<file path="config.mk">
export PLATFORM = sky130hd
export DESIGN_NAME = sobvg_window
export DESIGN_NICKNAME = d
export VERILOG_FILES = /design/src/rtl/sobvg_pkg.sv /design/src/rtl/sobvg_window.sv
export SDC_FILE = /design/constraint.sdc
export NUM_CORES = 1
export LEC_CHECK = 0
export BUFFER_PORTS_ARGS = -buffer_cell sky130_fd_sc_hd__buf_2
export CORE_ASPECT_RATIO = 0.8
export CORE_MARGIN = 3
export CORE_UTILIZATION = 51
export DETAILED_ROUTE_END_ITERATION = 10
export PLACE_DENSITY_LB_ADDON = 0.05
export SETUP_SLACK_MARGIN = 0.5
export SLEW_MARGIN = 20
export SYNTH_ARGS = -nofsm -noshare
export SYNTH_HDL_FRONTEND = slang
export SYNTH_SLANG_ARGS = --single-unit
</file>
<file path="constraint.sdc">
create_clock -name clk -period 5.3 [get_ports clk]
set_input_delay 0.265 -clock clk [delete_from_list [all_inputs] [get_ports clk]]
set_output_delay 0.265 -clock clk [all_outputs]
set_load 0.05 [all_outputs]
</file>
<file path="src/rtl/sobvg_pkg.sv">
// sobvg_pkg: shared types and constants for the vertical sobel gradient core
// no dependencies; imported by every module of the block
`timescale 1ns / 1ps

package sobvg_pkg;

  // line buffer geometry
  localparam int MAX_WIDTH = 1024;
  localparam int COL_W     = $clog2(MAX_WIDTH);
  localparam int PCNT_W    = $clog2(MAX_WIDTH + 2);

  // configuration register widths
  localparam int W_REG_W    = 11;
  localparam int H_REG_W    = 13;
  localparam int ROW_IN_W   = H_REG_W + 1;
  localparam int ROW_OUT_W  = H_REG_W;
  localparam int CFG_IDX_W  = 2;
  localparam int CFG_DATA_W = 13;

  localparam logic [W_REG_W-1:0] WIDTH_RESET  = W_REG_W'(640);
  localparam logic [H_REG_W-1:0] HEIGHT_RESET = H_REG_W'(480);
  localparam logic [W_REG_W-1:0] MAX_W_EFF    = W_REG_W'(MAX_WIDTH);

  // register indexes
  localparam logic [CFG_IDX_W-1:0] REG_WIDTH  = CFG_IDX_W'(0);
  localparam logic [CFG_IDX_W-1:0] REG_HEIGHT = CFG_IDX_W'(1);

  // item kinds
  localparam logic KIND_PIXEL = 1'b0;
  localparam logic KIND_FLUSH = 1'b1;

  // output queue
  localparam int FIFO_DEPTH = 4;
  localparam int FIFO_PTR_W = $clog2(FIFO_DEPTH);
  localparam int FIFO_CNT_W = $clog2(FIFO_DEPTH + 1);
  localparam int CREDIT_W   = $clog2(FIFO_DEPTH + 3);

  // one rgb pixel, red in the low byte
  typedef logic [23:0] pixel_t;

  typedef struct packed {
    logic       kind;
    logic [7:0] red_in;
    logic [7:0] green_in;
    logic [7:0] blue_in;
  } pix_in_t;

  typedef struct packed {
    logic [7:0] red_out;
    logic [7:0] green_out;
    logic [7:0] blue_out;
    logic       frame_end;
  } res_out_t;

  typedef struct packed {
    logic left_ok;
    logic right_ok;
    logic top_ok;
    logic bot_ok;
  } edge_mask_t;

  // issue stage decision for one accepted beat
  typedef struct packed {
    logic             push;
    logic [COL_W-1:0] col;
    pixel_t           px;
    logic             res;
    edge_mask_t       mask;
    logic             last;
  } issue_t;

  // line buffer read stage, one new window column
  typedef struct packed {
    logic       valid;
    pixel_t     px;
    pixel_t     top;
    pixel_t     mid;
    logic       res;
    edge_mask_t mask;
    logic       last;
  } tap_t;

endpackage

</file>
<file path="src/rtl/sobvg_window.sv">
// sobvg_window: 3x3 window registers and the per-channel gradient sum
// depends on sobvg_pkg; fed by sobvg_line_buf, writes results into the output queue
`timescale 1ns / 1ps

module sobvg_window import sobvg_pkg::*; (
  input  logic     clk,
  input  logic     rst_n,
  input  logic     restart,
  input  tap_t     tap,
  output logic     wr_en,
  output res_out_t wr_data
);

  // win_r[row][col], col 2 is the newest
  pixel_t     win_r [3][3];
  logic       s2_v_r;
  edge_mask_t s2_mask_r;
  logic       s2_last_r;

  // weighted column sum of one channel, clamped to 0..255
  function automatic logic [7:0] grad_chan(
    input logic [7:0] t0, input logic [7:0] t1, input logic [7:0] t2,
    input logic [7:0] b0, input logic [7:0] b1, input logic [7:0] b2,
    input edge_mask_t m
  );
    logic [9:0] up;
    logic [9:0] dn;
    logic [9:0] diff;
    logic [7:0] res;
    up = '0;
    dn = '0;
    if (m.top_ok) begin
      up = {1'b0, t1, 1'b0} + (m.left_ok ? 10'(t0) : 10'd0)
         + (m.right_ok ? 10'(t2) : 10'd0);
    end
    if (m.bot_ok) begin
      dn = {1'b0, b1, 1'b0} + (m.left_ok ? 10'(b0) : 10'd0)
         + (m.right_ok ? 10'(b2) : 10'd0);
    end
    diff = dn - up;
    if (dn <= up) begin
      res = 8'd0;
    end else if (diff > 10'd255) begin
      res = 8'd255;
    end else begin
      res = diff[7:0];
    end
    return res;
  endfunction

  // window shift on every pushed column
  always_ff @(posedge clk) begin
    if (!rst_n || restart) begin
      for (int r = 0; r < 3; r++) begin
        for (int c = 0; c < 3; c++) begin
          win_r[r][c] <= '0;
        end
      end
    end else if (tap.valid) begin
      for (int r = 0; r < 3; r++) begin
        win_r[r][0] <= win_r[r][1];
        win_r[r][1] <= win_r[r][2];
      end
      win_r[0][2] <= tap.top;
      win_r[1][2] <= tap.mid;
      win_r[2][2] <= tap.px;
    end
  end

  // sum stage control
  always_ff @(posedge clk) begin
    if (!rst_n) begin
      s2_v_r <= 1'b0;
    end else begin
      s2_v_r <= tap.valid && tap.res;
    end
  end

  always_ff @(posedge clk) begin
    if (tap.valid) begin
      s2_mask_r <= tap.mask;
      s2_last_r <= tap.last;
    end
  end

  // result per channel
  assign wr_en = s2_v_r;
  always_comb begin
    wr_data.red_out   = grad_chan(win_r[0][0][7:0], win_r[0][1][7:0], win_r[0][2][7:0],
                                  win_r[2][0][7:0], win_r[2][1][7:0], win_r[2][2][7:0],
                                  s2_mask_r);
    wr_data.green_out = grad_chan(win_r[0][0][15:8], win_r[0][1][15:8], win_r[0][2][15:8],
                                  win_r[2][0][15:8], win_r[2][1][15:8], win_r[2][2][15:8],
                                  s2_mask_r);
    wr_data.blue_out  = grad_chan(win_r[0][0][23:16], win_r[0][1][23:16], win_r[0][2][23:16],
                                  win_r[2][0][23:16], win_r[2][1][23:16], win_r[2][2][23:16],
                                  s2_mask_r);
    wr_data.frame_end = s2_last_r;
  end

endmodule

</file>
# Word level (Yosys, flattened, before mapping)
# Memories as Yosys holds them, arrays and structs flattened.
# Index checks and enable logic that the tools add are counted.
[word_totals] ff_bits=6 ram_bits=216 inputBits=82 output_inout_bits=26 wordCells=78 mem_count=1
[op_classes] addsub=15 magnitude_cmp=6 n_mux=38 n_bitwise=9 reduce_logical=3
[mem_list] name="win_r" depth=3 width=72 read_ports=3 rd_ports_with_merged_regs=0 wr=3 line_no="sobvg_window.sv:15" rtl="pixel_t win_r [3][3];"
[op_table] op="$mux 24" count=9
[op_table] op="$mux 8" count=18
[op_table] op="$add 10x8->10" count=6
[op_table] op="$add 9x8->10" count=6
[op_table] op="$mux 10" count=6
[op_table] op="$gt 10x8->1 const B" count=3
[op_table] op="$le 10x10->1" count=3
[op_table] op="$sub 10x10->10" count=3
[op_table] op="$or 1x1->1" count=9
[op_table] op="$mux 1" count=5
[op_table] op="$logic_and 1x1->1" count=1
[op_table] op="$logic_not 1->1" count=1
[op_table] op="$logic_or 1x1->1" count=1

# Longest topological paths before layout
# Gate-level depths: netlist of the first run.
# An unclocked memory read counts as a cell.
[logic_depth] ltp_word=9 depth_mapped=21 ltp_nobuf=19

# Worst setup path after synthesis of the first run
# OpenSTA, ideal clock, no wires.
[synth_timing] path_type="register to output" from="reg s2_mask_r[2] in the netlist's numbering" to="out wr_data[17] in the netlist's numbering" arrival_ns=4.849 required_ns=5.035 setup_slack_ns=0.186 stages_incl_launch_ff=22 path_buffers=2 path_cell_list="edfxtp_1 > clkbuf_1 > clkbuf_1 > nand2_1 > fa_1 > inv_1 > ha_1 > inv_1 > fa_1 > nor2b_1 > o21ai_0 > a21oi_1 > o21a_1 > o21ai_0 > nor3b_1 > ha_1 > a21oi_1 > nand3_1 > a21o_1 > a21oi_1 > nor4_4 > a21oi_1"
[synth_lines] item="from (decl)" line_no="sobvg_window.sv:17" rtl="edge_mask_t s2_mask_r;"
[synth_lines] item="from (signal assigned)" line_no="sobvg_window.sv:81" rtl="s2_mask_r <= tap.mask;"
[synth_lines] item="to (decl)" line_no="sobvg_window.sv:11" rtl="output res_out_t wr_data"

==> flow_summary.ini, run 1 <==
[run_status]
run_status = finished clean

[drt]
drt-met1-wl_um = 11400
wl_per_cell_um = 16.5
drc = 0
routed_wl_um = 23900
drt.antenna.violating_nets = 0
vias = 7658
firstDrtPassIters = 5
wl_met3_um = 926
top_layer_used = met4
viasPerCell = 5.29
met2_wirelength_um = 11400
dr.first_iter.drc_count = 505

[synth]
synth.distinct_cells = 39
synth.avg_cell_area_um2 = 10.2
synth_top_cell_area_share = 0.422
yosysWarningCount = 0
yosys-top-cells-area = edfxtp_1 (42%), ha_1 (9.9%), fa_1 (9.6%), and2_1 (9.0%), inv_1 (4.1%)
netlist_area_mm2 = 0.0106
syn_nets = 1254
syn_inst = 1037
ys_seq_area_frac = 0.424
synth_area_leader_cell = edfxtp_1
synth_seq_cells = 150

[worst_setup_path]
critPathCaptureType = primary output
required_ns = 5.04
crit_type = reg -> out
cp-start-kind = flop
worstPathArrival_ns = 4.82
path_max_fanout = 10

[power_and_ir_drop]
p_per_area_mw_per_mm2 = 338
combPwrFrac = 0.403
p_seq_frac = 0.308
power_w = 0.00453
p_leak_nw = 5.97
internal-power_w = 0.00283
power_frac_clock = 0.289
swShare = 0.376
vdd_drop_max_mv = 0.298
netSwitchingPower_w = 0.00170

[clocking]
cts_buffers = 17
clkSlewWorstSetupHoldPaths_ns = 0.07
cts-htree-levels = 4
cts_root_buffer = clkbuf_16
insertion_delay_ns = 0.44
cts_tree = built
cts_buffer_depth = 2
clock_sinks = 150

[finish]
drive_gt1_frac = 0.264
areaGrowthSynthToFinish_pct = 26.4
fin_nets = 1387
antenna_cells = 0
fin_cells = 1447
design_area_mm2 = 0.0134

[global_routing]
grt_pass1_wl_um = 38800
antenna_found_initial = 0
gr-total-overflow = 0
grt_max_degree = 100
grt_pass1_vias = 7592
grt_usage = 0.218

[sta]
fmax_mhz = 197
final-hold-violation-count = 0
tightest_slew_ns = 1.10
rsz0062_at_grt = true
relSlewSlack = 0.264
min_period_over_period = 0.959
skew_ns = 0.0138
finalSetupViolCount = 0
period_needed_ns = 5.08
slew_violations = 0

[place]
io_buffers = 83
hpwl_um = 14800
placed_cell_area_mm2 = 0.0115
place_inst = 1365
place.gp.congestion = 0.830

[floorplan]
die_h_um = 135
rows = 46
start_util = 0.528
num_io_pins = 108
core_mm2 = 0.0201
die_w_um = 167
dieArea_mm2 = 0.0226

[hold_path]
hold_path.class = in -> reg

[run]
drv_cap = 0
placed cells by master (no fill, tap or decap), types with 6 or more instances in the layout:
master	instances
xnor2_1	21
o21ai_0	20
nand3_1	6
inv_1	113
and3_1	7
o211a_1	6
fa_1	44
nand2_2	12
nor2_1	41
a21oi_4	15
and2_1	153
o21ai_2	12
o21a_1	13
a21o_1	13
nand4_1	6
o41ai_2	6
nor3_1	49
buf_6	34
ha_2	6
buf_4	44
nor3_2	8
clkbuf_16	18
xor2_1	12
a21oi_1	13
nand2_1	94
nand2b_1	6
buf_2	59
edfxtp_1	149
fa_2	7
ha_1	67
a21oi_2	22
nor2b_1	6
ha_4	11
stage by stage:
| step | setup TNS [ns] | hold WS, ns | utilization | setup WS (ns) |
|---|---|---|---|---|
| 2_1_floorplan | 0 | 0.364 | - | 0.310 |
| 6_report | 0 | 0.0272 | 0.667 | 0.219 |
| 4_1_cts | 0 | 0.00342 | 0.655 | 0.279 |
| 5_1_grt | -0.00523 | 0.00871 | 0.667 | -0.00166 |
| 3_3_place_gp | 0 | 0.444 | 0.574 | 0.266 |
| 3_5_place_dp | 0 | 0.444 | 0.574 | 0.223 |
critical path, cell delays in order (launching register included):
cell and delay, ns:
edfxtp_1 0.40, buf_6 0.16, buf_12 0.15, nand2_2 0.07
fa_1 0.42, inv_1 0.08, ha_2 0.18, inv_1 0.06
fa_2 0.36, nor2b_2 0.14, o21ai_2 0.08, a21boi_2 0.22
o21ai_1 0.09, nand2_1 0.06, o211ai_1 0.11, ha_1 0.42
a21oi_2 0.21, nand2_1 0.11, a211oi_2 0.25, a21oi_2 0.08
nor4_4 0.28, buf_6 0.20, a21oi_4 0.08, buf_6 0.15
final timing paths:
check | depth (start not counted) | from | endpoint | slack, ns
setup / recovery | 23 | s2_mask_r[3]$_DFFE_PP_ | wr_data[9] | 0.22
hold / removal | 1 | tap[2] | s2_mask_r[1]$_DFFE_PP_ | 0.03
setup reg to reg | 1 | win_r[0][153]$_SDFFCE_PN0P_ | win_r[0][177]$_SDFFCE_PN0P_ | 4.42
hold reg to reg | 1 | win_r[0][4]$_SDFFCE_PN0P_ | win_r[0][28]$_SDFFCE_PN0P_ | 0.54
registers in the layout, summed over array words and instances, names as in the netlist:
register and count:
s2_mask_r 4, s2_last_r 1, wr_en 1, win_r 144
per-layer routing:
layer  vias up  track usage
met2       156        0.351
met5         -            0
met4         0       0.0482
met3        19       0.0398
li1       3800            -
met1      3683        0.313
power by group through the flow:
stage / combinational, W / sequential [W] / clock, W
2_1_floorplan: 0.00113 / 0.00141 / 0
3_3_place_gp: 0.00141 / 0.00142 / 0
3_5_place_dp: 0.00142 / 0.00142 / 0
4_1_cts: 0.00177 / 0.00139 / 0.00132
5_1_grt: 0.00195 / 0.00140 / 0.00138
6_report: 0.00183 / 0.00139 / 0.00131
cells by family (layout without fill, tap and decap cells):
| group | count (synthesis) | count (layout) | share of synthesized area |
|---|---|---|---|
| flip-flops | 150 | 150 | 0.424 |
| AO/OA/AOI/OAI | 146 | 146 | 0.0857 |
| buffers and inverters | 152 | 298 | 0.0542 |
| XOR/XNOR | 36 | 36 | 0.0297 |
| adder cells (fa/ha/maj) | 135 | 135 | 0.195 |
| AND/OR/NAND/NOR | 418 | 418 | 0.211 |
cells in the mapped netlist:
master,n
a211oi_1,3
nand3_1,11
nand3b_1,5
o41ai_1,6
nand4_1,6
nor2b_4,3
nor3_1,57
a21o_1,13
ha_1,84
buf_4,1
xnor2_1,24
nor2b_1,12
or3b_2,1
o21ai_2,3
inv_1,117
edfxtp_1,149
dfxtp_1,1
o211ai_1,4
o21a_1,13
o21ai_1,3
o2111ai_1,3
buf_1,3
o31a_1,3
nand2_1,106
or3_1,3
nor4_4,3
o22ai_1,5
fa_1,51
and2_1,153
o21ai_0,33
xor2_1,12
nor3b_1,3
clkbuf_1,31
nand2b_1,6
o211a_1,6
a21boi_0,1
a21oi_1,50
and3_1,7
nor2_1,42
what timing repair did:
action,4_1_cts,5_1_grt
buffers inserted,38,4
hold endpoints to repair,3,1
hold buffers,3,1
endpoints found under the setup margin,24,24
gates resized for setup,141,45
pin swaps,34,32
cloned,3,1
final cells by class:
cell class	count	area [um2]
Clock inverter	15	206
Fill cell	1582	6680
Multi-Input combinational cell	735	6260
Inverter	117	439
Timing Repair Buffer	149	1250
Tap cell	264	330
Sequential cell	150	4490
Clock buffer	17	425
(Power assumes the default switching activity.)
==> run 2, diff against run 1 <==
CTS_BUF_LIST = sky130_fd_sc_hd__clkbuf_8   (was default)
CTS_CLUSTER_DIAMETER = 30   (was default)
==> run 2 against run 1 <==
- clock-buffer cell count did not move
- fmax is 0.39% lower
- worst hold slack improved by 0.030 ns
- critical path depth shrank 3
- non-clock buffer count grew 12
- routed wire length is 0.78% lower
- via count shrank 0.20%
- design area is 0.57% lower
- clock power shrank 25%
- combinational power barely moved
- global-route usage fell by 0.32 points
- sequential power about the same
- critical endpoint is now wr_data[16]
- largest cell class unchanged
- largest power group unchanged
==> flow_summary.ini, run 2 (synthesis results as in run 1) <==
[finish]
top_regs = win_r (144), s2_mask_r (4)
areaGrowthSynthToFinish_pct = 25.7
largest_reg_flops = 144
antenna_cells = 0
fin_nets = 1399
final_common_cell = and2_1
final_cell_mix = and2_1 (153), edfxtp_1 (149), inv_1 (111)
drive_gt1_frac = 0.271
max_flop_register = win_r

[drt]
firstDrtPassIters = 6
wl_per_cell_um = 16.3
dr.first_iter.drc_count = 500
vias = 7643
viasPerCell = 5.24
drt.antenna.violating_nets = 0
drc = 0
routed_wl_um = 23800

[floorplan]
die_h_um = 135
core_mm2 = 0.0201
dieArea_mm2 = 0.0226
num_io_pins = 108
rows = 46
die_w_um = 167
start_util = 0.528

[hold_path]
min_to = wr_en$_SDFF_PN0_
hold_start = rst_n
hold_path.class = in -> reg
whs_path_depth = 2

[worst_setup_path]
r2r-start = win_r[0][153]$_SDFFCE_PN0P_
worst-r2r-setup-slack_ns = 4.39
startpoint = s2_mask_r[2]$_DFFE_PP_
cp-start-kind = flop
worstPathArrival_ns = 4.84
regToRegEndpoint = win_r[0][177]$_SDFFCE_PN0P_
required_ns = 5.04
crit_type = reg -> out
path_max_fanout = 10
critPathCaptureType = primary output
worst-r2r-cell-count = 1

[global_routing]
grt_pass1_wl_um = 38300
grt_busiest_layer = met2
antenna_found_initial = 0
grt_pass1_vias = 7592
grt_use_met2 = 0.347
gr-total-overflow = 0
grt_usage = 0.215
grt_max_degree = 100
use_met1 = 0.308
grtUsageMet3 = 0.0380

[sta]
timing.final.ws_setup_ns = 0.200
relSlewSlack = 0.274
slew_violations = 0
final-hold-violation-count = 0
finalSetupViolCount = 0
min_period_over_period = 0.962
tightest_slew_ns = 1.09
skew_ns = 0.0182
period_needed_ns = 5.10
rsz0062_at_grt = true
fmax_mhz = 196

[clocking]
cts-htree-levels = 4
insertion_delay_ns = 0.47
cts_tree = built
cts_root_buffer = clkbuf_8
clkSlewWorstSetupHoldPaths_ns = 0.11
clock_sinks = 150
cts_buffers = 17
cts_buffer_depth = 2

[run_status]
run_status = finished clean

[place]
dp_slack_ns = 0.223
place.gp.congestion = 0.830
io_buffers = 83
hpwl_um = 14800

[run]
drv_cap = 0

[power_and_ir_drop]
p_leak_nw = 5.95
vdd_drop_max_mv = 0.297
p_per_area_mw_per_mm2 = 317
power_w = 0.00422
run 2: layout make-up:
cell class / count / area, um2
repair buffers: 161 / 1360
clock buffers: 17 / 234
multi-input cells: 735 / 6260
fillers: 1593 / 6760
flip-flops and latches: 150 / 4490
clock inverters: 15 / 206
well taps: 264 / 330
inverters: 117 / 439
run 2: metal layers:
| metal | part of all wire | routed length (um) |
|---|---|---|
| met2 | 0.47 | 11100 |
| met5 | 0 | 0 |
| met1 | 0.48 | 11300 |
| met3 | 0.042 | 992 |
| met4 | 0.014 | 332 |
run 2: how the worst max path moves through the flow:
| stage | endpoint | slack (ns) | depth (start not counted) |
|---|---|---|---|
| after CTS | wr_data[16] | 0.22 | 23 |
| after detailed placement | wr_data[1] | 0.22 | 21 |
| after global placement | wr_data[1] | 0.27 | 21 |
| final | wr_data[16] | 0.20 | 20 |
| after global routing | wr_data[12] | -0.08 | 23 |
| after floorplan | wr_data[10] | 0.31 | 21 |
run 2: what timing repair did:
action                                  in CTS  in global routing
pin swaps                                   43                 44
endpoints found under the setup margin      24                 24
hold buffers                                 6                  0
resized for setup                          149                 38
hold endpoints to repair                     6                  0
gates cloned                                 3                  1
setup buffers                               45                  7
run 2: power by group:
group          leakage, nW  internal (W)  switching (W)
clock                0.215      0.000449       0.000538
combinational         4.01      0.000747        0.00109
sequential            1.73       0.00136      0.0000315
run 2: worst max-delay path: stages (launching register included):
cell and delay, ns:
edfxtp_1 0.38, buf_6 0.15, bufbuf_16 0.28, nand2_1 0.08
fa_1 0.48, inv_1 0.04, ha_1 0.32, nor2b_1 0.15
o21ai_1 0.19, a21boi_2 0.11, nor3_1 0.24, o211ai_1 0.15
ha_1 0.42, a21oi_2 0.22, nand2_1 0.11, a211oi_2 0.25
a21oi_2 0.07, nor4_4 0.28, buf_6 0.18, a21oi_2 0.07
buf_6 0.16
run 2: per-stage QoR:
stage	util	setup TNS, ns	cells	hold WS (ns)	cell area (um2)
2_1_floorplan	-	0	1037	0.364	10800
3_3_place_gp	0.574	0	1365	0.444	11500
3_5_place_dp	0.574	0	1365	0.444	11500
4_1_cts	0.652	0	1451	0.0239	13100
5_1_grt	0.664	-0.581	1459	0.0311	13300
6_report	0.664	0	1459	0.0567	13300
