===== src/rtl/sobvg_pkg.sv =====
// sobvg_pkg: shared types and constants for the vertical sobel gradient core
// no dependencies; imported by every module of the block
`timescale 1ns / 1ps

package sobvg_pkg;

  // line buffer geometry
  localparam int MAX_WIDTH = 1024;
  localparam int COL_W     = $clog2(MAX_WIDTH);
  localparam int PCNT_W    = $clog2(MAX_WIDTH + 2);

  // configuration register widths
  localparam int W_REG_W    = 11;
  localparam int H_REG_W    = 13;
  localparam int ROW_IN_W   = H_REG_W + 1;
  localparam int ROW_OUT_W  = H_REG_W;
  localparam int CFG_IDX_W  = 2;
  localparam int CFG_DATA_W = 13;

  localparam logic [W_REG_W-1:0] WIDTH_RESET  = W_REG_W'(640);
  localparam logic [H_REG_W-1:0] HEIGHT_RESET = H_REG_W'(480);
  localparam logic [W_REG_W-1:0] MAX_W_EFF    = W_REG_W'(MAX_WIDTH);

  // register indexes
  localparam logic [CFG_IDX_W-1:0] REG_WIDTH  = CFG_IDX_W'(0);
  localparam logic [CFG_IDX_W-1:0] REG_HEIGHT = CFG_IDX_W'(1);

  // item kinds
  localparam logic KIND_PIXEL = 1'b0;
  localparam logic KIND_FLUSH = 1'b1;

  // output queue
  localparam int FIFO_DEPTH = 4;
  localparam int FIFO_PTR_W = $clog2(FIFO_DEPTH);
  localparam int FIFO_CNT_W = $clog2(FIFO_DEPTH + 1);
  localparam int CREDIT_W   = $clog2(FIFO_DEPTH + 3);

  // one rgb pixel, red in the low byte
  typedef logic [23:0] pixel_t;

  typedef struct packed {
    logic       kind;
    logic [7:0] red_in;
    logic [7:0] green_in;
    logic [7:0] blue_in;
  } pix_in_t;

  typedef struct packed {
    logic [7:0] red_out;
    logic [7:0] green_out;
    logic [7:0] blue_out;
    logic       frame_end;
  } res_out_t;

  typedef struct packed {
    logic left_ok;
    logic right_ok;
    logic top_ok;
    logic bot_ok;
  } edge_mask_t;

  // issue stage decision for one accepted beat
  typedef struct packed {
    logic             push;
    logic [COL_W-1:0] col;
    pixel_t           px;
    logic             res;
    edge_mask_t       mask;
    logic             last;
  } issue_t;

  // line buffer read stage, one new window column
  typedef struct packed {
    logic       valid;
    pixel_t     px;
    pixel_t     top;
    pixel_t     mid;
    logic       res;
    edge_mask_t mask;
    logic       last;
  } tap_t;

endpackage


===== src/rtl/sobvg_ctrl.sv =====
// sobvg_ctrl: configuration registers and frame position counters
// depends on sobvg_pkg; decides per beat whether it pushes and whether a result is due
`timescale 1ns / 1ps

module sobvg_ctrl import sobvg_pkg::*; (
  input  logic                  clk,
  input  logic                  rst_n,
  input  logic                  in_fire,
  input  pix_in_t               in_beat,
  input  logic                  cfg_fire,
  input  logic [CFG_IDX_W-1:0]  cfg_index,
  input  logic [CFG_DATA_W-1:0] cfg_data,
  output logic                  restart,
  output issue_t                issue
);

  logic [W_REG_W-1:0]   width_r, width_nxt;
  logic [H_REG_W-1:0]   height_r, height_nxt;
  logic [COL_W-1:0]     in_col_r, in_col_nxt;
  logic [ROW_IN_W-1:0]  in_row_r, in_row_nxt;
  logic [COL_W-1:0]     out_col_r, out_col_nxt;
  logic [ROW_OUT_W-1:0] out_row_r, out_row_nxt;
  logic [PCNT_W-1:0]    pcnt_r, pcnt_nxt;

  logic [W_REG_W-1:0] w_eff;
  logic [H_REG_W-1:0] h_eff;
  logic [PCNT_W-1:0]  prime_lim;
  logic               draining;
  logic               in_col_wrap;
  logic               out_col_wrap;

  // effective frame size
  assign w_eff = (width_r == '0) ? W_REG_W'(1) :
                 ((width_r > MAX_W_EFF) ? MAX_W_EFF : width_r);
  assign h_eff = (height_r == '0) ? H_REG_W'(1) : height_r;

  assign prime_lim = PCNT_W'(w_eff) + PCNT_W'(1);
  assign draining  = in_row_r >= ROW_IN_W'(h_eff);

  // issue decision
  always_comb begin
    issue.push = in_fire && !((in_beat.kind == KIND_FLUSH) && !draining);
    issue.col  = in_col_r;
    issue.px   = draining ? '0 : {in_beat.blue_in, in_beat.green_in, in_beat.red_in};
    issue.res  = pcnt_r >= prime_lim;
    issue.mask.left_ok  = out_col_r != '0;
    issue.mask.right_ok = (W_REG_W'(out_col_r) + W_REG_W'(1)) < w_eff;
    issue.mask.top_ok   = out_row_r != '0;
    issue.mask.bot_ok   = (ROW_IN_W'(out_row_r) + ROW_IN_W'(1)) < ROW_IN_W'(h_eff);
    issue.last = !issue.mask.right_ok && !issue.mask.bot_ok;
  end

  assign restart = cfg_fire && ((cfg_index == REG_WIDTH) || (cfg_index == REG_HEIGHT));

  assign in_col_wrap  = (W_REG_W'(in_col_r) + W_REG_W'(1)) >= w_eff;
  assign out_col_wrap = !issue.mask.right_ok;

  // counter update
  always_comb begin
    width_nxt   = width_r;
    height_nxt  = height_r;
    in_col_nxt  = in_col_r;
    in_row_nxt  = in_row_r;
    out_col_nxt = out_col_r;
    out_row_nxt = out_row_r;
    pcnt_nxt    = pcnt_r;
    if (cfg_fire) begin
      if (cfg_index == REG_WIDTH) begin
        width_nxt = cfg_data[W_REG_W-1:0];
      end
      if (cfg_index == REG_HEIGHT) begin
        height_nxt = cfg_data[H_REG_W-1:0];
      end
      if (restart) begin
        in_col_nxt  = '0;
        in_row_nxt  = '0;
        out_col_nxt = '0;
        out_row_nxt = '0;
        pcnt_nxt    = '0;
      end
    end else if (issue.push) begin
      if (in_col_wrap) begin
        in_col_nxt = '0;
        in_row_nxt = in_row_r + ROW_IN_W'(1);
      end else begin
        in_col_nxt = in_col_r + COL_W'(1);
      end
      if (!issue.res) begin
        pcnt_nxt = pcnt_r + PCNT_W'(1);
      end else if (issue.last) begin
        in_col_nxt  = '0;
        in_row_nxt  = '0;
        out_col_nxt = '0;
        out_row_nxt = '0;
        pcnt_nxt    = '0;
      end else if (out_col_wrap) begin
        out_col_nxt = '0;
        out_row_nxt = out_row_r + ROW_OUT_W'(1);
      end else begin
        out_col_nxt = out_col_r + COL_W'(1);
      end
    end
  end

  always_ff @(posedge clk) begin
    if (!rst_n) begin
      width_r   <= WIDTH_RESET;
      height_r  <= HEIGHT_RESET;
      in_col_r  <= '0;
      in_row_r  <= '0;
      out_col_r <= '0;
      out_row_r <= '0;
      pcnt_r    <= '0;
    end else begin
      width_r   <= width_nxt;
      height_r  <= height_nxt;
      in_col_r  <= in_col_nxt;
      in_row_r  <= in_row_nxt;
      out_col_r <= out_col_nxt;
      out_row_r <= out_row_nxt;
      pcnt_r    <= pcnt_nxt;
    end
  end

endmodule


===== config.mk =====
export PLATFORM = sky130hd
export DESIGN_NAME = sobvg_ctrl
export DESIGN_NICKNAME = d
export VERILOG_FILES = /design/src/rtl/sobvg_pkg.sv /design/src/rtl/sobvg_ctrl.sv
export SDC_FILE = /design/constraint.sdc
export NUM_CORES = 1
export LEC_CHECK = 0
export ABC_AREA = 1
export BUFFER_PORTS_ARGS = -buffer_cell sky130_fd_sc_hd__buf_2
export CAP_MARGIN = 25
export CORE_MARGIN = 2
export CORE_UTILIZATION = 35
export CTS_BUF_LIST = sky130_fd_sc_hd__clkbuf_8 sky130_fd_sc_hd__clkbuf_16
export CTS_CLUSTER_SIZE = 40
export DETAILED_ROUTE_END_ITERATION = 10
export PLACE_DENSITY = 0.55
export SLEW_MARGIN = 5
export SYNTH_ARGS = -nofsm -noshare
export SYNTH_HDL_FRONTEND = slang
export SYNTH_SLANG_ARGS = --single-unit

===== constraint.sdc =====
create_clock -name clk -period 3.7 [get_ports clk]
set_input_delay 0.555 -clock clk [delete_from_list [all_inputs] [get_ports clk]]
set_output_delay 0.555 -clock clk [all_outputs]
set_load 0.02 [all_outputs]

## Yosys cells after proc, flatten, opt, wreduce, memory -nomap -nowiden

Index checks and enable logic that the tools add are counted.
W data, S select, Z words.

| storage, ports and cells | value |
|---|---|
| bits in registers | 82 |
| bits of input ports | 44 |
| output and inout port bits | 42 |
| logic and storage cells | 80 |

| cells by class | value |
|---|---|
| add/subtract/negate cells | 9 |
| $lt $le $gt $ge | 6 |
| eq/ne operators | 4 |
| multiplexer cells | 32 |
| reduce and logical (&&, ||, !) cells | 22 |

Operators by type and width:

| cell | count |
|---|---|
| $mux W10 | 11 |
| $mux W13 | 7 |
| $mux W14 | 6 |
| $mux W11 | 7 |
| $mux W24 | 1 |
| $add A10 B1 Y11 const B | 2 |
| $add A11 B1 Y11 const B | 2 |
| $ge A11 B11 Y1 | 2 |
| $add A10 B1 Y10 const B | 2 |
| $add A13 B1 Y14 const B | 1 |
| $add A14 B1 Y14 const B | 1 |
| $ge A14 B13 Y1 | 1 |
| $lt A14 B13 Y1 | 1 |
| $add A13 B1 Y13 const B | 1 |
| $logic_not A13 Y1 | 1 |
| $reduce_bool A13 Y1 | 1 |
| $gt A11 B11 Y1 const B | 1 |
| $logic_not A11 Y1 | 1 |
| $lt A11 B11 Y1 | 1 |
| $reduce_bool A10 Y1 | 1 |
| $ne A3 B3 Y1 const B | 2 |
| $reduce_and A2 Y1 | 3 |
| $reduce_and A3 Y1 | 2 |
| $logic_and A1 B1 Y1 | 4 |
| 7 further kinds | 11 |

## Longest topological paths before layout

Gate-level depths: netlist (run 1).

| logic depth | value |
|---|---|
| depth after elaboration | 10 |
| mapped depth | 26 |
| gate-level depth less buffers | 26 |

## Worst setup path after synthesis (run 1)

OpenSTA, ideal clock, no wires.

| timing path | value |
|---|---|
| path type | reg2reg |
| from | reg width_r[4] |
| to | reg out_row_r[8] |
| setup time | 113 ps |
| arrival time | 3438 ps |
| data required time | 3587 ps |
| slack | 150 ps |
| cell stages (with the launch flop) | 22 |
| path buffers | 1 |
| period minus slack after synthesis | 3550 ps |
| cells stage by stage | dfxtp_1 -> inv_1 -> nand4_1 -> o21ai_4 -> inv_1 -> nor2_1 -> ha_1 -> nor3b_2 -> nand2_1 -> nor2_1 -> nand3_1 -> nor2_1 -> a21oi_1 -> ha_1 -> a21oi_1 -> o21a_1 -> nand4_2 -> o21ai_2 -> nor2_4 -> buf_6 -> nor2_1 -> nor2_1 |

RTL lines:

| what | line | source |
|---|---|---|
| from (decl) | sobvg_ctrl.sv:17 | `logic [W_REG_W-1:0] width_r, width_nxt;` |
| from (signal assigned) | sobvg_ctrl.sv:115 | `width_r <= width_nxt;` |
| to (signal assigned) | sobvg_ctrl.sv:120 | `out_row_r <= out_row_nxt;` |
| to (decl) | sobvg_ctrl.sv:22 | `logic [ROW_OUT_W-1:0] out_row_r, out_row_nxt;` |

==> results.py, run 1 <==
metrics = {
    "final_layout": {
        "fin_cells": 1262,
        "fillCellCount": 1823,
        "final_area_mm2": 0.007610,
        "final_util_pct": 43.69,
        "drive_gt1_share_pct": 20.73,
        "nNetsFinal": 1141,
        "diodes": 0,
        "syn2layout_area_growth_pct": 21.25,
    },
    "synth": {
        "synth-simple-area-share_pct": 32.38,
        "yosysSeqAreaShare_pct": 26.16,
        "yosys_warnings": 0,
        "synthTopCellsByCount": "191 x nand2_1, 125 x inv_1, 101 x nor2_1",
        "synth.top_cell.area_share_pct": 26.16,
        "syn_nets": 1037,
        "synthArstFlopShare_pct": 0,
        "ys_types": 43,
        "syn_inst": 928,
        "dominantRegCellSynth": "dfxtp_1",
        "yosys.area_share.adder_pct": 12.96,
        "synth_area_leader_cell": "dfxtp_1",
        "synthXorXnorAreaFrac_pct": 5.303,
        "syn_area_per_cell_um2": 6.763,
        "synth_top_family_by_area": "simple AND/OR/NAND/NOR gates",
        "synth_edf_count": 0,
        "yosys-top-cells-area": "dfxtp_1 26%, ha_1 13%, nand2_1 11%",
        "yosysMostFrequentCell": "nand2_1",
        "synth_compound_area_share_pct": 13.06,
        "syn_area_mm2": 0.006276,
        "synthMuxAreaShare_pct": 0,
        "ys_ff_latch": 82,
    },
    "clocking": {
        "htree_levels": 3,
        "insertion_delay_ps": 350,
        "cts_buffer_depth": 2,
        "cts_tree": "done",
        "postCtsHoldBufs": 0,
        "numCtsBuffers": 9,
        "clk_pin_slew_ps": 70,
        "cts_root_buf": "clkbuf_16",
        "cts_sinks": 82,
    },
    "power": {
        "ir_drop_mv": 0.2300,
        "p_leak_nw": 3.601,
        "finalPower_w": 0.002310,
        "p_per_area_mw_per_mm2": 303.5,
    },
    "grt": {
        "grtUsageMet2_pct": 32.15,
        "top_usage_layer": "met2",
        "grt_pass1_vias": 5672,
        "grt_pass1_wl_mm": 28.03,
        "grt-ovfl-total": 0,
        "grt_max_degree": 40,
        "antenna_found_initial": 0,
        "use_met3_pct": 2.339,
        "met1_usage_pct": 24.23,
        "track_usage_pct": 18.87,
    },
    "route": {
        "vias": 6169,
        "routed_wl_mm": 17.36,
        "wl_per_cell_um": 13.76,
        "drcViolationCount": 0,
        "viasPerCell": 4.888,
        "dr.pass1.iters": 5,
        "ant_nets": 0,
        "drtIter0Drc": 354,
    },
    "die": {
        "die_h_um": 137.9,
        "die-area_mm2": 0.01902,
        "ioPinCount": 86,
        "die_w_um": 137.9,
        "start_util_pct": 36.03,
        "core_area_mm2": 0.01742,
        "rows": 48,
    },
    "timing": {
        "max_freq_mhz": 269.2,
        "skew_ps": 10.14,
        "worst_pin_slew_ps": 803.4,
        "relSlewSlack_pct": 46.29,
        "rsz0062_at_grt": "true",
        "report.final.slew_viol_count": 0,
        "finalCritPeriodShare_pct": 100.4,
        "whs_ps": 462.7,
        "setup_viol": 1,
        "hold_violations": 0,
        "finalCriticalPeriod_ps": 3715,
        "fin_ws_ps": -14.64,
    },
    "critical_path": {
        "startpoint": "width_r[5]",
        "required_ps": 3140,
        "cp-start-kind": "register",
        "rr_worst_depth": 22,
        "critical_path_class": "reg2out",
        "cp-end-kind": "output pin",
        "cp-endpoint": "issue[5]",
        "worstReg2RegStart": "width_r[5]",
        "cp.arrival_ps": 3160,
        "crit_fanout": 5,
        "rr_endpoint": "out_row_r[0]",
        "ff2ff_setup_slack_ps": 170,
    },
    "job": {
        "max-cap-violations": 0,
    },
    "place": {
        "dp_hpwl_mm": 13.24,
        "placed_area_mm2": 0.006963,
        "place.gp.congestion": 0.8205,
        "dp_cells": 1228,
        "numPortBuffers": 85,
    },
    "status": {
        "status": "finished, violations left",
        "failed_checks": "setup timing",
    },
    "hold_path": {
        "holdCritPathClass": "in2reg",
    },
}
## kinds of logic (layout without fill, tap and decap cells)
| logic type | after synthesis | in the layout |
|---|---|---|
| and+or+nand+nor | 433 | 433 |
| buffers and inverters | 157 | 266 |
| AOI/OAI and AO/OA | 153 | 153 |
| DFF | 82 | 82 |
| adders and majority gates | 65 | 65 |
| xor gates and xnor gates | 38 | 38 |
## flip-flops by register name, summed over array words and instances (netlist names)
| register | flops |
|---|---|
| out_col_r | 10 |
| height_r | 13 |
| width_r | 11 |
| out_row_r | 13 |
| in_col_r | 10 |
| in_row_r | 14 |
| pcnt_r | 11 |
## critical path, cell delays in order, from the launching register on
cell,delay (ps)
dfxtp_1,330
nor2_2,100
nand4_1,130
o21ai_4,200
buf_4,170
nand4_1,160
nor3_2,260
nand3_2,130
nor3_2,150
xnor2_1,130
inv_1,60
ha_1,300
and3_1,200
nand2_1,80
nand4_2,130
buf_6,150
buf_6,120
## power by group
group / internal (W) / switching (W)
Clock: 0.000537 / 0.000387
Combinational: 0.000160 / 0.000287
Sequential: 0.000912 / 0.0000270
Total: 0.00161 / 0.000701
## per-stage QoR
step / setup WS, ps / TNS, ps
floorplan: 149.6 / 0
global placement: 143.0 / 0
detailed placement: 54.34 / 0
CTS: -86.04 / -86.04
global route: -186.9 / -680.5
finish: -14.64 / -14.64
## worst min path at each step
stage	slack (ps)	cells after the start	to	from
2_1_floorplan	440	2	height_r[0]	height_r[0]
3_3_place_gp	470	2	height_r[0]	height_r[0]
3_5_place_dp	470	2	height_r[0]	height_r[0]
4_1_cts	450	3	width_r[9]	cfg_data[9]
5_1_grt	470	3	height_r[8]	cfg_data[8]
6_report	460	3	height_r[8]	cfg_data[8]
## per-layer routing
metal	share of wire (%)	vias up	wire [µm]
met5	0	-	0
met3	3.1	16	535
met2	48	126	8280
met1	47	2772	8223
met4	1.9	0	322
li1	-	3255	-
## placed cells by master, fill, tap and decap left out, types with 2 or more instances in the layout
master and instances:
inv_1 118, o21ai_1 3, ha_2 2, dfxtp_2 4, nor2_4 6, nor3_1 14
nor2_1 93, xor2_2 2, clkbuf_16 9, buf_2 83, nor4_1 5, nand2_2 5
nand3b_1 12, nor3_2 8, xor2_1 34, nand2_1 188, a31o_2 2, dfxtp_4 2
xnor2_1 2, inv_2 16, nor2_2 8, dfxtp_1 76, a21oi_1 89, buf_6 4
nand4_1 28, ha_1 62, o21bai_1 2, nand2_4 6, buf_4 28, buf_12 2
a21oi_2 2, o211ai_1 5, nand4_2 2, o21ai_0 43, nand3_1 43, nand3_2 7
o21ai_4 3
## area by class of cell
| cell class | instances | area, µm² | share of cell area, % |
|---|---|---|---|
| multi-input combinational | 689 | 4167 | 54.75 |
| sequential | 82 | 1654 | 21.74 |
| timing repair buffer | 117 | 710.7 | 9.339 |
| inverter | 133 | 499.2 | 6.560 |
| tap | 225 | 281.5 | 3.699 |
| clock buffer | 10 | 239.0 | 3.140 |
| clock inverter | 6 | 58.81 | 0.7728 |
## repair_timing
| action | in CTS | in global routing |
|---|---|---|
| cloned | 0 | 0 |
| setup endpoints to repair | 2 | 62 |
| resized for setup | 21 | 38 |
| setup buffers | 8 | 10 |
| pin swaps | 17 | 22 |
(Power assumes the default switching activity.)
==> run 2, diff against run 1 <==
--- a/config.mk
+++ b/config.mk
@@ -8,12 +8,13 @@
 export ABC_AREA = 1
 export BUFFER_PORTS_ARGS = -buffer_cell sky130_fd_sc_hd__buf_2
 export CAP_MARGIN = 25
-export CORE_MARGIN = 2
-export CORE_UTILIZATION = 35
+export CELL_PAD_IN_SITES_DETAIL_PLACEMENT = 1
+export CELL_PAD_IN_SITES_GLOBAL_PLACEMENT = 2
+export CORE_UTILIZATION = 32
 export CTS_BUF_LIST = sky130_fd_sc_hd__clkbuf_8 sky130_fd_sc_hd__clkbuf_16
 export CTS_CLUSTER_SIZE = 40
 export DETAILED_ROUTE_END_ITERATION = 10
-export PLACE_DENSITY = 0.55
+export PLACE_DENSITY = 0.82
 export SLEW_MARGIN = 5
 export SYNTH_ARGS = -nofsm -noshare
 export SYNTH_HDL_FRONTEND = slang
==> run 2 against run 1 <==
The run still ends with setup timing left. Largest power group is now the clock network. Total power grew 4.4%. Routed wire length grew 19%. Register-to-register slack lost 170 ps.
==> results.py, run 2 (synthesized netlist as in run 1, its figures left out) <==
metrics = {
    "hold_path": {
        "min_path_cells": 3,
        "holdCritPathClass": "in2reg",
        "min_from": "cfg_data[5]",
        "min_to": "height_r[5]",
    },
    "route": {
        "wl_per_cell_um": 15.56,
        "routed_wl_mm": 20.59,
        "drcViolationCount": 0,
        "drtIter0Drc": 166,
        "dr.pass1.iters": 5,
        "vias": 6474,
        "viasPerCell": 4.893,
        "ant_nets": 0,
    },
    "place": {
        "numPortBuffers": 85,
        "place.gp.congestion": 0.8116,
        "dp_hpwl_mm": 14.98,
        "place_ws_ps": -35.73,
    },
    "power": {
        "switching_share_pct": 31.92,
        "p_leak_nw": 3.790,
        "p_per_area_mw_per_mm2": 297.4,
        "ir_drop_mv": 0.2391,
        "seqPwrFrac_pct": 39.0,
        "p_int_w": 0.001641,
        "clockPowerShare_pct": 40.5,
        "switching_power_w": 0.0007695,
        "pwr-share-comb_pct": 20.5,
    },
    "clocking": {
        "htree_levels": 3,
        "cts_root_buf": "clkbuf_16",
        "numCtsBuffers": 9,
        "insertion_delay_ps": 360,
        "cts_tree": "done",
        "clk_pin_slew_ps": 70,
        "cts_buffer_depth": 2,
        "postCtsHoldBufs": 0,
        "cts_sinks": 82,
    },
    "final_layout": {
        "syn2layout_area_growth_pct": 29.15,
        "nNetsFinal": 1167,
        "largest_reg_flops": 14,
        "drive_gt1_share_pct": 25.78,
        "multiInputGateArea_mm2": 0.004328,
        "diodes": 0,
        "seq_area_mm2": 0.001657,
        "layout_common_cells": "182 x nand2_1, 113 x inv_1, 89 x nor2_1",
        "biggestRegsByFlops": "in_row_r (14), height_r (13), out_row_r (13)",
        "fillCellCount": 2426,
        "final_common_cell": "nand2_1",
        "top_register": "in_row_r",
    },
    "critical_path": {
        "ff2ff_setup_slack_ps": 0,
        "cp.arrival_ps": 3190,
        "rr_endpoint": "out_row_r[12]",
        "required_ps": 3140,
        "cp-end-kind": "output pin",
        "rr_worst_depth": 26,
        "cp-start-kind": "register",
        "critical_path_class": "reg2out",
        "crit_fanout": 4,
        "worstReg2RegStart": "width_r[6]",
    },
    "grt": {
        "antenna_found_initial": 0,
        "top_usage_layer": "met2",
        "use_met3_pct": 3.365,
        "grt_pass1_vias": 6257,
        "track_usage_pct": 19.91,
        "grt-ovfl-total": 0,
        "met1_usage_pct": 25.49,
        "grt_pass1_wl_mm": 31.82,
        "grt_max_degree": 40,
        "grtUsageMet2_pct": 35.58,
    },
    "die": {
        "core_area_mm2": 0.01896,
        "start_util_pct": 33.11,
        "die-area_mm2": 0.02018,
        "ioPinCount": 86,
        "die_h_um": 142.0,
        "die_w_um": 142.0,
        "rows": 50,
    },
    "timing": {
        "skew_ps": 12.67,
        "fin_ws_ps": -41.49,
        "relSlewSlack_pct": 58.68,
        "report.final.slew_viol_count": 0,
        "finalCritPeriodShare_pct": 101.1,
        "finalCriticalPeriod_ps": 3741,
        "worst_pin_slew_ps": 618.3,
        "setup_viol": 1,
        "hold_violations": 0,
        "rsz0062_at_grt": "true",
        "setup_tns_ps": -41.49,
        "whs_ps": 454.6,
        "max_freq_mhz": 267.3,
    },
    "status": {
        "failed_checks": "setup timing",
        "status": "finished, violations left",
    },
    "job": {
        "max-cap-violations": 0,
    },
}
run 2: timing repair:
| item | CTS | global route |
|---|---|---|
| endpoints found under the setup margin | 4 | 61 |
| setup buffers | 7 | 21 |
| pin swaps | 14 | 43 |
| gates resized for setup | 18 | 92 |
| gates cloned | 0 | 7 |
run 2: cell type report:
| class | count | area share, % |
|---|---|---|
| multi-input cells | 691 | 53.40 |
| flip-flops and latches | 82 | 20.44 |
| repair buffers | 141 | 12.13 |
| inverters | 133 | 6.190 |
| well taps | 260 | 4.014 |
| clock buffers | 10 | 2.948 |
| clock inverters | 6 | 0.8799 |
run 2: worst max-delay path by stage:
stage	cells past startpoint	start	slack, ps	endpoint
6_report	19	width_r[6]	-40	issue[5]
2_1_floorplan	21	width_r[4]	150	out_row_r[8]
3_5_place_dp	18	width_r[1]	-40	issue[5]
5_1_grt	19	width_r[9]	-240	issue[5]
4_1_cts	18	width_r[2]	-130	issue[5]
3_3_place_gp	18	width_r[1]	90	issue[5]
run 2: stage by stage:
step           util (%)  total power [W]  cells  area (µm²)
3_5_place_dp      37.32         0.001397   1272        7074
6_report          42.76         0.002410   1323        8105
4_1_cts           39.58         0.002392   1295        7503
2_1_floorplan         -         0.001244    928        6276
3_3_place_gp      37.32         0.001389   1272        7074
5_1_grt           42.76         0.002539   1323        8105
run 2: power by group through the flow:
stage          Combinational (W)  Clock [W]  Sequential (W)
2_1_floorplan           0.000291          0        0.000952
3_3_place_gp            0.000432          0        0.000958
3_5_place_dp            0.000439          0        0.000958
4_1_cts                 0.000449    0.00100        0.000938
5_1_grt                 0.000556    0.00104        0.000944
6_report                0.000494   0.000977        0.000940
run 2: layer usage:
metal  wire, µm  vias up
met1       9671     3069
met5          0        -
li1           -     3309
met2      10230       86
met4        138        0
met3        547       10
run 2: critical path: stages (launching register included):
cell and delay (ps):
dfxtp_2 340, nor2_2 100, nand4_1 150, o21ai_4 210
inv_2 80, nor2_4 120, ha_4 150, nor3b_4 190
nand2_1 90, nor2_2 120, nand3_2 110, nand2_1 80
o21ai_1 80, ha_1 340, nand2_1 80, nor2_2 140
nand3_2 110, nand4_4 130, buf_6 110, buf_6 100
